===== config.mk =====
export PLATFORM = sky130hd
export DESIGN_NAME = omni_drive_joystick_mixer_unit
export DESIGN_NICKNAME = d
export VERILOG_FILES = /design/src/rtl/core/odjm_pkg.sv /design/src/rtl/core/omni_drive_joystick_mixer_unit.sv
export SDC_FILE = /design/constraint.sdc
export NUM_CORES = 2
export LEC_CHECK = 0
export ABC_AREA = 1
export BUFFER_PORTS_ARGS = -buffer_cell sky130_fd_sc_hd__buf_2
export CAP_MARGIN = 20
export CORE_ASPECT_RATIO = 1.5
export CORE_MARGIN = 2
export CORE_UTILIZATION = 55
export CTS_CLUSTER_DIAMETER = 200
export DETAILED_ROUTE_END_ITERATION = 10
export GPL_TIMING_DRIVEN = 0
export PLACE_DENSITY = 0.77
export SLEW_MARGIN = 20
export SYNTH_ARGS = -nofsm -noshare
export SYNTH_HDL_FRONTEND = slang
export SYNTH_SLANG_ARGS = --single-unit

===== constraint.sdc =====
create_clock -name clk_i -period 12.25 [get_ports clk_i]
set_input_delay 2.45 -clock clk_i [delete_from_list [all_inputs] [get_ports clk_i]]
set_output_delay 2.45 -clock clk_i [all_outputs]
set_load 0.01 [all_outputs]

===== src/rtl/core/odjm_pkg.sv =====
// ----------------------------------------------------------------------------
// odjm_pkg
// Shared widths, register indexes, result codes and reset values of the
// omni-drive joystick mixer.
// ----------------------------------------------------------------------------
package odjm_pkg;

  localparam int unsigned ButtonCountDef = 17;
  localparam int unsigned ButtonW        = 17;
  localparam int unsigned AxisW          = 16;
  localparam int unsigned GainW          = 16;
  localparam int unsigned TrigW          = 15;
  localparam int unsigned TickW          = 8;
  localparam int unsigned CodeW          = 13;
  localparam int unsigned CfgIdxW        = 3;
  localparam int unsigned CfgDataW       = 16;

  localparam int unsigned BtnFast = 10;
  localparam int unsigned BtnKick = 11;
  localparam int unsigned BtnDrib = 13;

  localparam logic [CfgIdxW-1:0] CfgGainXyNormal  = 3'd0;
  localparam logic [CfgIdxW-1:0] CfgGainRotNormal = 3'd1;
  localparam logic [CfgIdxW-1:0] CfgGainXyFast    = 3'd2;
  localparam logic [CfgIdxW-1:0] CfgGainRotFast   = 3'd3;
  localparam logic [CfgIdxW-1:0] CfgWheelSin      = 3'd4;
  localparam logic [CfgIdxW-1:0] CfgWheelCos      = 3'd5;
  localparam logic [CfgIdxW-1:0] CfgTimeoutTicks  = 3'd6;

  localparam logic [GainW-1:0] GainXyNormalRst  = 16'd26214;
  localparam logic [GainW-1:0] GainRotNormalRst = 16'd13107;
  localparam logic [GainW-1:0] GainXyFastRst    = 16'd45875;
  localparam logic [GainW-1:0] GainRotFastRst   = 16'd19661;
  localparam logic [TrigW-1:0] WheelSinRst      = 15'd21063;
  localparam logic [TrigW-1:0] WheelCosRst      = 15'd25101;
  localparam logic [TickW-1:0] TimeoutRst       = 8'd20;

  localparam logic [1:0] ModeIdle = 2'd0;
  localparam logic [1:0] ModeMove = 2'd1;
  localparam logic [1:0] ModeStop = 2'd2;

  localparam logic [1:0] DribNone = 2'd0;
  localparam logic [1:0] DribOff  = 2'd1;
  localparam logic [1:0] DribOn   = 2'd2;

  localparam logic [1:0] KickNone   = 2'd0;
  localparam logic [1:0] KickCharge = 2'd1;
  localparam logic [1:0] KickShoot  = 2'd2;

  localparam logic [CodeW-1:0] CodeMid = 13'd4096;
  localparam logic [CodeW-1:0] CodeLo  = 13'd2048;
  localparam logic [CodeW-1:0] CodeHi  = 13'd6144;

endpackage


===== src/rtl/core/omni_drive_joystick_mixer_unit.sv =====
// ----------------------------------------------------------------------------
// omni_drive_joystick_mixer_unit
// Mixes one joystick tick into four omni-wheel drive codes with one shared
// multiplier, and tracks dribbler, kick and idle-timeout status.
// ----------------------------------------------------------------------------
// Sequence: a message tick goes from accept through five multiplier steps,
//   four mix steps and one load to out_valid_o; a tick without message goes
//   straight to the load. No new tick is taken until the last one is loaded,
//   which takes the five passes through the shared 32x17 multiplier and the
//   four passes through the shared mix adder; a waiting result holds the next.
// Reset: clears control, button history, dribbler and idle count; gains,
//   wheel angle and timeout take their default values.
module omni_drive_joystick_mixer_unit
  import odjm_pkg::*;
#(
  parameter int unsigned BUTTON_COUNT = ButtonCountDef
) (
  input  logic                clk_i,
  input  logic                rst_ni,

  input  logic                cfg_we_i,
  input  logic [CfgIdxW-1:0]  cfg_idx_i,
  input  logic [CfgDataW-1:0] cfg_data_i,

  input  logic                in_valid_i,
  output logic                in_stall_o,
  input  logic                has_new_i,
  input  logic signed [AxisW-1:0] axis_x_i,
  input  logic signed [AxisW-1:0] axis_y_i,
  input  logic signed [AxisW-1:0] axis_rot_i,
  input  logic [ButtonW-1:0]  buttons_i,

  output logic                out_valid_o,
  input  logic                out_stall_i,
  output logic [1:0]          mode_status_o,
  output logic [CodeW-1:0]    motor_0_o,
  output logic [CodeW-1:0]    motor_1_o,
  output logic [CodeW-1:0]    motor_2_o,
  output logic [CodeW-1:0]    motor_3_o,
  output logic [1:0]          dribble_event_o,
  output logic [1:0]          kick_event_o
);

  localparam int unsigned AxW    = AxisW + 1;
  localparam int unsigned MulAW  = 2 * GainW;
  localparam int unsigned ProdW  = MulAW + AxW;
  localparam int unsigned GtW    = GainW + TrigW;
  localparam int unsigned SumW   = ProdW + 1;
  localparam int unsigned FracSh = 15;
  localparam int unsigned OneSh  = 46;
  localparam int unsigned CodeSh = 35;

  typedef enum logic [1:0] {
    ST_IDLE,
    ST_MUL,
    ST_MIX,
    ST_OUT
  } state_e;

  state_e state_q;
  logic [2:0] step_q;

  logic [GainW-1:0] gxy_n_q, grot_n_q, gxy_f_q, grot_f_q;
  logic [TrigW-1:0] sin_q, cos_q;
  logic [TickW-1:0] timeout_q;

  logic [ButtonW-1:0] last_btn_q;
  logic               drib_on_q;
  logic [TickW-1:0]   idle_q;

  logic                  fast_q;
  logic signed [AxW-1:0] x_q, y_q, r_q;
  logic [GtW-1:0]        gs_q, gc_q;
  logic signed [ProdW-1:0] a_q, b_q, rp_q;

  logic [1:0]       stg_mode_q, stg_drib_q, stg_kick_q;
  logic [CodeW-1:0] stg_motor_q [4];

  logic             out_valid_q;
  logic [1:0]       mode_q, drib_ev_q, kick_ev_q;
  logic [CodeW-1:0] motor_q [4];

  logic in_fire;
  logic out_free;
  logic [ButtonW-1:0] btn_mask, btn_now, press, unpress;
  logic [TickW-1:0]   idle_d;
  logic drib_on_d;
  logic [1:0] drib_ev_d, kick_ev_d;
  logic [GainW-1:0] g_sel, h_sel;

  logic signed [MulAW-1:0] mul_a;
  logic signed [AxW-1:0]   mul_b;
  logic signed [ProdW-1:0] mul_p;

  logic signed [SumW-1:0] a_ext, b_ext, r_ext, mix_sum;
  logic [CodeW-1:0]       mix_code;

  assign in_stall_o = (state_q != ST_IDLE);
  assign in_fire    = in_valid_i && !in_stall_o;
  assign out_free   = !out_valid_q || !out_stall_i;

  always_comb begin
    for (int i = 0; i < ButtonW; i++) begin
      btn_mask[i] = (i < BUTTON_COUNT);
    end
  end

  assign btn_now = buttons_i & btn_mask;
  assign press   = btn_now & ~last_btn_q;
  assign unpress = ~btn_now & last_btn_q;

  always_comb begin
    idle_d = (idle_q == {TickW{1'b1}}) ? idle_q : idle_q + 1'b1;
  end

  always_comb begin
    drib_on_d = drib_on_q;
    drib_ev_d = DribNone;
    if (press[BtnDrib]) begin
      drib_on_d = !drib_on_q;
      drib_ev_d = drib_on_q ? DribOff : DribOn;
    end
    if (press[BtnKick]) begin
      kick_ev_d = KickCharge;
    end else if (unpress[BtnKick]) begin
      kick_ev_d = KickShoot;
    end else begin
      kick_ev_d = KickNone;
    end
  end

  assign g_sel = fast_q ? gxy_f_q : gxy_n_q;
  assign h_sel = fast_q ? grot_f_q : grot_n_q;

  always_comb begin
    case (step_q)
      3'd0: begin
        mul_a = signed'({{(MulAW-GainW){1'b0}}, g_sel});
        mul_b = signed'({{(AxW-TrigW){1'b0}}, sin_q});
      end
      3'd1: begin
        mul_a = signed'({{(MulAW-GainW){1'b0}}, g_sel});
        mul_b = signed'({{(AxW-TrigW){1'b0}}, cos_q});
      end
      3'd2: begin
        mul_a = signed'({{(MulAW-GtW){1'b0}}, gs_q});
        mul_b = x_q;
      end
      3'd3: begin
        mul_a = signed'({{(MulAW-GtW){1'b0}}, gc_q});
        mul_b = y_q;
      end
      default: begin
        mul_a = signed'({{(MulAW-GainW){1'b0}}, h_sel});
        mul_b = r_q;
      end
    endcase
  end

  assign mul_p = mul_a * mul_b;

  assign a_ext = SumW'(a_q);
  assign b_ext = SumW'(b_q);
  assign r_ext = SumW'(rp_q) <<< FracSh;

  always_comb begin
    mix_sum = (step_q[1] ? a_ext : -a_ext) + (step_q[0] ? -b_ext : b_ext) - r_ext;
    if (mix_sum >= (SumW'(1) <<< OneSh)) begin
      mix_code = CodeHi;
    end else if (mix_sum <= -(SumW'(1) <<< OneSh)) begin
      mix_code = CodeLo;
    end else begin
      mix_code = mix_sum[CodeSh +: CodeW] + CodeMid;
    end
  end

  always_ff @(posedge clk_i or negedge rst_ni) begin
    if (!rst_ni) begin
      state_q     <= ST_IDLE;
      step_q      <= '0;
      gxy_n_q     <= GainXyNormalRst;
      grot_n_q    <= GainRotNormalRst;
      gxy_f_q     <= GainXyFastRst;
      grot_f_q    <= GainRotFastRst;
      sin_q       <= WheelSinRst;
      cos_q       <= WheelCosRst;
      timeout_q   <= TimeoutRst;
      last_btn_q  <= '0;
      drib_on_q   <= 1'b0;
      idle_q      <= '0;
      fast_q      <= 1'b0;
      x_q         <= '0;
      y_q         <= '0;
      r_q         <= '0;
      gs_q        <= '0;
      gc_q        <= '0;
      a_q         <= '0;
      b_q         <= '0;
      rp_q        <= '0;
      stg_mode_q  <= ModeIdle;
      stg_drib_q  <= DribNone;
      stg_kick_q  <= KickNone;
      mode_q      <= ModeIdle;
      drib_ev_q   <= DribNone;
      kick_ev_q   <= KickNone;
      for (int k = 0; k < 4; k++) begin
        stg_motor_q[k] <= CodeMid;
        motor_q[k]     <= CodeMid;
      end
      out_valid_q <= 1'b0;
    end else begin
      if (cfg_we_i) begin
        unique case (cfg_idx_i)
          CfgGainXyNormal:  gxy_n_q   <= cfg_data_i[GainW-1:0];
          CfgGainRotNormal: grot_n_q  <= cfg_data_i[GainW-1:0];
          CfgGainXyFast:    gxy_f_q   <= cfg_data_i[GainW-1:0];
          CfgGainRotFast:   grot_f_q  <= cfg_data_i[GainW-1:0];
          CfgWheelSin:      sin_q     <= cfg_data_i[TrigW-1:0];
          CfgWheelCos:      cos_q     <= cfg_data_i[TrigW-1:0];
          CfgTimeoutTicks:  timeout_q <= cfg_data_i[TickW-1:0];
          default: ;
        endcase
      end

      if (state_q == ST_OUT && out_free) begin
        out_valid_q <= 1'b1;
      end else if (out_valid_q && !out_stall_i) begin
        out_valid_q <= 1'b0;
      end

      unique case (state_q)
        ST_IDLE: begin
          if (in_fire) begin
            if (has_new_i) begin
              idle_q     <= '0;
              last_btn_q <= btn_now;
              drib_on_q  <= drib_on_d;
              fast_q     <= btn_now[BtnFast];
              x_q        <= -AxW'(axis_x_i);
              y_q        <= AxW'(axis_y_i);
              r_q        <= -AxW'(axis_rot_i);
              stg_mode_q <= ModeMove;
              stg_drib_q <= drib_ev_d;
              stg_kick_q <= kick_ev_d;
              step_q     <= '0;
              state_q    <= ST_MUL;
            end else begin
              idle_q     <= idle_d;
              stg_mode_q <= (idle_d > timeout_q) ? ModeStop : ModeIdle;
              stg_drib_q <= DribNone;
              stg_kick_q <= KickNone;
              for (int k = 0; k < 4; k++) begin
                stg_motor_q[k] <= CodeMid;
              end
              state_q    <= ST_OUT;
            end
          end
        end
        ST_MUL: begin
          case (step_q)
            3'd0:    gs_q <= mul_p[GtW-1:0];
            3'd1:    gc_q <= mul_p[GtW-1:0];
            3'd2:    a_q  <= mul_p;
            3'd3:    b_q  <= mul_p;
            default: rp_q <= mul_p;
          endcase
          if (step_q == 3'd4) begin
            step_q  <= '0;
            state_q <= ST_MIX;
          end else begin
            step_q <= step_q + 1'b1;
          end
        end
        ST_MIX: begin
          stg_motor_q[step_q[1:0]] <= mix_code;
          if (step_q == 3'd3) begin
            step_q  <= '0;
            state_q <= ST_OUT;
          end else begin
            step_q <= step_q + 1'b1;
          end
        end
        ST_OUT: begin
          if (out_free) begin
            mode_q      <= stg_mode_q;
            drib_ev_q   <= stg_drib_q;
            kick_ev_q   <= stg_kick_q;
            for (int k = 0; k < 4; k++) begin
              motor_q[k] <= stg_motor_q[k];
            end
            state_q     <= ST_IDLE;
          end
        end
        default: state_q <= ST_IDLE;
      endcase
    end
  end

  assign out_valid_o     = out_valid_q;
  assign mode_status_o   = mode_q;
  assign motor_0_o       = motor_q[0];
  assign motor_1_o       = motor_q[1];
  assign motor_2_o       = motor_q[2];
  assign motor_3_o       = motor_q[3];
  assign dribble_event_o = drib_ev_q;
  assign kick_event_o    = kick_ev_q;

endmodule

=== Word-level counts from Yosys, hierarchy flattened ===
Cells that the tools add are included.
W data, S select, Z words.

* Output and inout bits: 60
* Bits of input ports: 90
* Register bits: 493
* Word-level logic and storage cells: 151

* Order comparisons: 5
* Reduce and logical (&&, ||, !) cells: 37
* Equality and inequality tests: 20
* Bitwise logic cells: 6
* Muxes and demuxes: 37
* Add/sub/neg operators: 9
* $mul: 1

{| class="wikitable"
|+ Operators with widths
! operator !! count
|-
| $mux W52 || 2
|-
| $pmux W52 S2 || 1
|-
| $mux W50 || 2
|-
| $neg A49 Y50 || 2
|-
| $pmux W31 S3 || 1
|-
| $pmux W17 S4 || 1
|-
| $bwmux W52 || 1
|-
| $add A50 B50 Y50 || 1
|-
| $ge A50 B48 Y1 const B || 1
|-
| $le A50 B47 Y1 const B || 1
|-
| $sub A50 B50 Y50 || 1
|-
| $mul A32 B17 Y49 || 1
|-
| $mux W13 || 3
|-
| $neg A16 Y17 || 2
|-
| $mux W16 || 2
|-
| $reduce_and A2 Y1 || 14
|-
| $demux W13 S2 || 1
|-
| $mux W2 || 13
|-
| $mux W8 || 2
|-
| $and A14 B14 Y14 || 1
|-
| $not A14 Y14 || 1
|-
| $add A13 B13 Y13 const B || 1
|-
| $and A12 B12 Y12 || 1
|-
| $eq A3 B2 Y1 const B || 4
|-
| 29 further kinds || 55
|}

=== Logic depth before layout (Yosys ltp) ===
* Depth in word-level cells: 9
* Mapped depth: 41
* Gate-level depth less buffers: 37

=== Worst setup path after synthesis ===
Ideal clock, no wire load.

* Path type: register to register
* From: register step_q[1]
* To: register b_q[41]
* Slack: 4.231 ns
* Buffers on the path: 4
* Clock period less this slack: 8.019 ns
* Required time: 12.132 ns
* Stages on the path, launching flop included: 39
* Setup time: 0.118 ns
* Data arrival time: 7.901 ns
* Cell sequence: dfrtp_1 > inv_1 > clkbuf_1 > clkbuf_1 > ha_1 > inv_1 > nor2_1 > nor2_1 > inv_2 > nor3_2 > inv_2 > buf_2 > nor2_1 > nor3_1 > clkbuf_1 > nor2_1 > fa_1 > inv_1 > [3 not listed] > inv_1 > fa_1 > inv_1 > fa_1 > inv_1 > ha_1 > a21oi_1 > inv_1 > nor2_1 > nand2_1 > nor2_1 > o21ai_0 > a21oi_1 > o21ai_0 > a31o_2 > or2_2 > nand3_1 > nand2_1

* Cells in the longest elaborated chain, start to end: 4
* Elaborated cells on any way between the ends: 9
* Those cells by class: mul: 1; eq/ne: 3; mux: 2; reduce/logical: 3

{| class="wikitable"
|+ Ends and longest elaborated chain
! what !! RTL line !! text
|-
| from (decl) || omni_drive_joystick_mixer_unit.sv:61 || <nowiki>logic [2:0] step_q;</nowiki>
|-
| from (signal assigned) || omni_drive_joystick_mixer_unit.sv:271 || <nowiki>step_q <= step_q + 1'b1;</nowiki>
|-
| from (signal assigned) || omni_drive_joystick_mixer_unit.sv:280 || <nowiki>step_q <= step_q + 1'b1;</nowiki>
|-
| $eq A3 B1 Y1 / $logic_not A3 Y1 (equally long branches) || omni_drive_joystick_mixer_unit.sv:136 || <nowiki>case (step_q)</nowiki>
|-
| $reduce_or A2 Y1 (no source line) || n/a ||
|-
| $pmux W31 S3 || omni_drive_joystick_mixer_unit.sv:136 ||
|-
| $mul A32 B17 Y49 || omni_drive_joystick_mixer_unit.sv:160 || <nowiki>assign mul_p = mul_a * mul_b;</nowiki>
|-
| to (signal assigned) || omni_drive_joystick_mixer_unit.sv:264 || <nowiki>3'd3: b_q <= mul_p;</nowiki>
|-
| to (decl) || omni_drive_joystick_mixer_unit.sv:74 || <nowiki>logic signed [ProdW-1:0] a_q, b_q, rp_q;</nowiki>
|}

Several ways; a longest one is shown, not always the timed one.
A chain may end at the register's enable or synchronous reset.

=== Final worst setup path ===
* From: register step_q[1]
* To: register a_q[33]

* Cells in the longest elaborated chain, start to end: 4
* Elaborated cells on any way between the ends: 9
* Those cells by class: mul: 1; eq/ne: 3; mux: 2; reduce/logical: 3

{| class="wikitable"
|+ Ends and longest elaborated chain
! what !! RTL line !! text
|-
| $eq A3 B1 Y1 / $logic_not A3 Y1 (equally long branches) || omni_drive_joystick_mixer_unit.sv:136 ||
|-
| $reduce_or A2 Y1 (no source line) || n/a ||
|-
| $pmux W31 S3 || omni_drive_joystick_mixer_unit.sv:136 ||
|-
| $mul A32 B17 Y49 || omni_drive_joystick_mixer_unit.sv:160 ||
|-
| to (signal assigned) || omni_drive_joystick_mixer_unit.sv:263 || <nowiki>3'd2: a_q <= mul_p;</nowiki>
|-
| to (decl) || omni_drive_joystick_mixer_unit.sv:74 ||
|}

Several ways; a longest one is shown, not always the timed one.

==> flow_summary.html <==
<table>
<tr><th>Metric</th><th>Value</th></tr>
<tr><th colspan="2">Run status</th></tr>
<tr><td>Result of the run</td><td>complete, no violations</td></tr>
<tr><th colspan="2">Placed design</th></tr>
<tr><td>Weighted congestion at the end of routability-driven global placement</td><td>1.01</td></tr>
<tr><td>Total placed cells including tap cells</td><td>6889</td></tr>
<tr><td>Half-perimeter wire length after detailed placement</td><td>120000 microns</td></tr>
<tr><td>Number of input and output port buffers inserted</td><td>135</td></tr>
<tr><th colspan="2">Floorplanning</th></tr>
<tr><td>Die boundary width</td><td>237 microns</td></tr>
<tr><td>I/O pin cnt</td><td>150</td></tr>
<tr><td>Die Outline Area</td><td>84100 sq um</td></tr>
<tr><td>Die height</td><td>354 microns</td></tr>
<tr><td>Initial standard-cell utilization of the core</td><td>55.5%</td></tr>
<tr><td>Number of cell rows</td><td>128</td></tr>
<tr><td>Area inside the core boundary</td><td>81000 sq um</td></tr>
<tr><th colspan="2">Global routing</th></tr>
<tr><td>Met1 routing resource usage after global routing</td><td>38.0%</td></tr>
<tr><td>Most crowded layer after global routing</td><td>met2</td></tr>
<tr><td>Antenna violations before repair</td><td>2</td></tr>
<tr><td>Met3 Track Usage GR</td><td>4.36%</td></tr>
<tr><td>Number of global-route vias before repair</td><td>40500</td></tr>
<tr><td>Fraction of met2 tracks used by global routing</td><td>62.5%</td></tr>
<tr><td>Maximum number of pins on one net before global-route repair</td><td>99</td></tr>
<tr><td>First-pass GRT wire length</td><td>226000 microns</td></tr>
<tr><td>Leftover overflow at the end of global routing</td><td>0</td></tr>
<tr><td>Combined global-route utilization of all metal layers</td><td>35.4%</td></tr>
<tr><th colspan="2">Layout</th></tr>
<tr><td>Filler Cell Count</td><td>7399</td></tr>
<tr><td>Final Core Density</td><td>60.3%</td></tr>
<tr><td>Final non-filler cell total</td><td>6977</td></tr>
<tr><td>Layout overhead on the synthesized area</td><td>8.70%</td></tr>
<tr><td>Final nets</td><td>6699</td></tr>
<tr><td>Share of post-route cells with drive strength above 1</td><td>7.78%</td></tr>
<tr><th colspan="2">Clock tree</th></tr>
<tr><td>Library cell used as clock root buffer</td><td>sky130_fd_sc_hd__clkbuf_16</td></tr>
<tr><td>Maximum buffer depth of the clock tree</td><td>3</td></tr>
<tr><td>Number of clock buffers inserted by TritonCTS</td><td>47</td></tr>
<tr><td>Clock latency at the later pin of the worst-skew pair</td><td>0.61 ns</td></tr>
<tr><td>Clock tree from TritonCTS</td><td>yes</td></tr>
<tr><td>CTS sink count</td><td>481</td></tr>
<tr><td>Clock-pin slew on the worst setup and hold paths</td><td>0.07 ns</td></tr>
<tr><td>Setup Fix Bufs, Post-CTS</td><td>0</td></tr>
<tr><td>Level count of the clock H-tree</td><td>2</td></tr>
<tr><th colspan="2">Synthesis</th></tr>
<tr><td>Leading cell types by total area after synthesis</td><td>sky130_fd_sc_hd__dfrtp_1 24%, sky130_fd_sc_hd__fa_1 21%, sky130_fd_sc_hd__nand2_1 11%</td></tr>
<tr><td>Seq/Total Area, Yosys</td><td>26.9%</td></tr>
<tr><td>Net count after synthesis</td><td>6508</td></tr>
<tr><td>Number of library cell types mapped by synthesis</td><td>61</td></tr>
<tr><td>Number of enable flip-flop cells after synthesis</td><td>0</td></tr>
<tr><td>Fraction of the mapped netlist area in compound gates</td><td>8.54%</td></tr>
<tr><td>Synth top area share</td><td>23.6%</td></tr>
<tr><td>Ys async rst share</td><td>100%</td></tr>
<tr><td>Cell type with the highest aggregate area in the netlist</td><td>sky130_fd_sc_hd__dfrtp_1</td></tr>
<tr><td>XOR/XNOR share of the synthesized area</td><td>3.10%</td></tr>
<tr><td>Syn Std Cell Area</td><td>45000 sq um</td></tr>
<tr><td>Avg Cell Area, Syn</td><td>7.88 sq um</td></tr>
<tr><td>Ys flop type</td><td>sky130_fd_sc_hd__dfrtp_1</td></tr>
<tr><td>#FFs+latches synth</td><td>481</td></tr>
<tr><td>Mux contribution to synthesized area</td><td>1.96%</td></tr>
<tr><td>Post-synthesis simple-gate area fraction</td><td>21.2%</td></tr>
<tr><td>Synth cell count leaders</td><td>1344 x sky130_fd_sc_hd__nand2_1, 1062 x sky130_fd_sc_hd__inv_1, 596 x sky130_fd_sc_hd__nor2_1</td></tr>
<tr><td>Ys Warns</td><td>0</td></tr>
<tr><td>Synthesized netlist cell count</td><td>5708</td></tr>
<tr><td>Cell with the most instances after synthesis</td><td>sky130_fd_sc_hd__nand2_1</td></tr>
<tr><td>Largest family of logic cells by synthesized area</td><td>adder cells</td></tr>
<tr><td>Area share of fa/ha/maj cells after synthesis</td><td>27.6%</td></tr>
<tr><th colspan="2">Worst setup path</th></tr>
<tr><td>Maximum fanout count along the critical path</td><td>11</td></tr>
<tr><td>R2r worst-path depth</td><td>37</td></tr>
<tr><td>Cell repeated most along the worst path</td><td>sky130_fd_sc_hd__nor2_1</td></tr>
<tr><td>Arrival @ worst endpoint</td><td>12.03 ns</td></tr>
<tr><td>Sort of element at the start of the critical path</td><td>register</td></tr>
<tr><td>Slowest-stage cell, CP</td><td>sky130_fd_sc_hd__clkbuf_1</td></tr>
<tr><td>Crit Reg-Reg Startpoint</td><td>step_q[1]</td></tr>
<tr><td>Minimum setup slack among reg-to-reg paths</td><td>0.65 ns</td></tr>
<tr><td>Slowest stage delay, CP</td><td>0.67 ns</td></tr>
<tr><td>Critical Setup Path Class</td><td>reg -&gt; reg</td></tr>
<tr><td>Crit. End Element</td><td>register</td></tr>
<tr><td>Worst EP required</td><td>12.68 ns</td></tr>
<tr><td>Worst reg2reg endpoint</td><td>a_q[33]</td></tr>
<tr><th colspan="2">STA</th></tr>
<tr><td>Post-layout minimum cycle time</td><td>11.60 ns</td></tr>
<tr><td>Number of failing setup endpoints in the final timing report</td><td>0</td></tr>
<tr><td>Setup Skew</td><td>0.0470 ns</td></tr>
<tr><td>Post-route clock period utilization</td><td>94.7%</td></tr>
<tr><td>Worst rel slew slack</td><td>19.0%</td></tr>
<tr><td>Final max-slew violation count</td><td>0</td></tr>
<tr><td>Transition time at the pin with the least slew margin</td><td>1.21 ns</td></tr>
<tr><td>Final hold slack</td><td>0.463 ns</td></tr>
<tr><td>Sum Neg Setup Slack</td><td>0 ns</td></tr>
<tr><td>RSZ-0062 raised after global routing</td><td>false</td></tr>
<tr><td>Hold Violations, Final</td><td>0</td></tr>
<tr><td>Highest clock frequency the design can meet</td><td>0.0862 GHz</td></tr>
<tr><th colspan="2">Min path</th></tr>
<tr><td>Startpoint of the worst hold path</td><td>last_btn_q[11]</td></tr>
<tr><td>Type of the tightest min-delay check</td><td>reg -&gt; reg</td></tr>
<tr><td>Worst hold path depth</td><td>1</td></tr>
<tr><td>Hold endpoint</td><td>stg_kick_q[0]</td></tr>
<tr><th colspan="2">Drt</th></tr>
<tr><td>Routed WL</td><td>146000 microns</td></tr>
<tr><td>Length of the first detailed-routing pass in iterations</td><td>6</td></tr>
<tr><td>Total number of vias</td><td>39100</td></tr>
<tr><td>Count of antenna-violating nets left after detailed routing</td><td>0</td></tr>
<tr><td>Vias per cell</td><td>5.61</td></tr>
<tr><td>Initial DRC Count</td><td>3348</td></tr>
<tr><td>Number of DRC violations after detailed routing</td><td>0</td></tr>
<tr><td>Routed wire length per instance</td><td>21.0 microns</td></tr>
<tr><th colspan="2">Job</th></tr>
<tr><td># Max-Cap Violations</td><td>0</td></tr>
</table>
## cell usage in the layout, fill, tap and decap left out, types with 10 or more instances in the layout
cell type	instances
sky130_fd_sc_hd__fa_1	468
sky130_fd_sc_hd__buf_2	151
sky130_fd_sc_hd__or2_2	21
sky130_fd_sc_hd__nand4_1	77
sky130_fd_sc_hd__clkinv_1	15
sky130_fd_sc_hd__nor2_1	596
sky130_fd_sc_hd__clkbuf_16	48
sky130_fd_sc_hd__dfrtp_1	425
sky130_fd_sc_hd__clkbuf_8	11
sky130_fd_sc_hd__o21ai_1	15
sky130_fd_sc_hd__o21ai_0	394
sky130_fd_sc_hd__a22o_1	29
sky130_fd_sc_hd__nand2_2	10
sky130_fd_sc_hd__mux2_2	64
sky130_fd_sc_hd__xor2_1	112
sky130_fd_sc_hd__ha_1	242
sky130_fd_sc_hd__inv_1	1062
sky130_fd_sc_hd__mux2i_1	16
sky130_fd_sc_hd__o22ai_1	20
sky130_fd_sc_hd__nand3_1	161
sky130_fd_sc_hd__clkbuf_1	153
sky130_fd_sc_hd__nor4_1	13
sky130_fd_sc_hd__xnor2_1	42
sky130_fd_sc_hd__nor3_1	44
sky130_fd_sc_hd__nor2_2	19
sky130_fd_sc_hd__a21oi_1	137
sky130_fd_sc_hd__a31oi_1	23
sky130_fd_sc_hd__nor3_2	11
sky130_fd_sc_hd__dfstp_2	56
sky130_fd_sc_hd__nand2_1	1344
sky130_fd_sc_hd__buf_1	13
sky130_fd_sc_hd__a221oi_1	16
## state kept, by name, indices dropped and copies added, names as in the netlist, 17 cells and up
name / cells
stg_motor_q: 52
a_q: 49
b_q: 49
rp_q: 35
gc_q: 31
gs_q: 31
r_q: 17
x_q: 17
## cells by family after synthesis
logic type | after synthesis
XOR/XNOR | 156
AO/OA/AOI/OAI | 689
multiplexers | 80
AND/OR/NAND/NOR | 2325
adder cells (fa/ha/maj) | 710
flip-flops | 481
buffers and inverters | 1267
## how the worst max path moves through the flow
stage,cells after the start,end,start
6_report,37,a_q[33],step_q[1]
5_1_grt,37,a_q[33],step_q[1]
3_3_place_gp,1,a_q[41],rst_ni
4_1_cts,37,b_q[33],step_q[1]
2_1_floorplan,38,b_q[41],step_q[1]
3_5_place_dp,37,b_q[33],step_q[1]
## repair_timing
action / 4_1_cts / 5_1_grt
hold buffers: 0 / 0
resized for setup: 0 / 4
endpoints found under the hold margin: 0 / 0
setup endpoints to repair: 0 / 4
## routing by layer
layer	routed length [microns]	up-vias
met5	13	-
met4	14200	2
met3	8380	575
met2	73000	1645
met1	50800	18900
li1	-	18000
## critical path, delay by kind of cell, from the launching register on
kind	cells	cell delay [ns]
buf+inv	12	2.95
simple gates	13	2.73
compound gates	4	1.30
fa+ha+maj	8	3.78
flops	1	0.60
## stage by stage
step | area, sq um | worst slack, ns
4_1_cts | 48900 | 0.448
3_3_place_gp | 47000 | -0.742
5_1_grt | 48900 | 0.281
2_1_floorplan | 45000 | 4.23
3_5_place_dp | 47200 | 0.519
6_report | 48900 | 0.648
## final cells by class
type | count | area, sq um | share of cell area [%]
clock inverter | 19 | 325 | 0.665
buffer | 181 | 732 | 1.50
antenna | 2 | 5.00 | 0.0102
clock buffer | 66 | 1380 | 2.82
multi-input combinational | 3960 | 28100 | 57.5
tap | 1040 | 1300 | 2.66
inverter | 1086 | 4080 | 8.34
timing repair buffer | 142 | 842 | 1.72
sequential | 481 | 12100 | 24.8
Power is left out: the tool's default activity adds up to more than one toggle a clock period on the data nets, which glitch-free logic cannot reach.
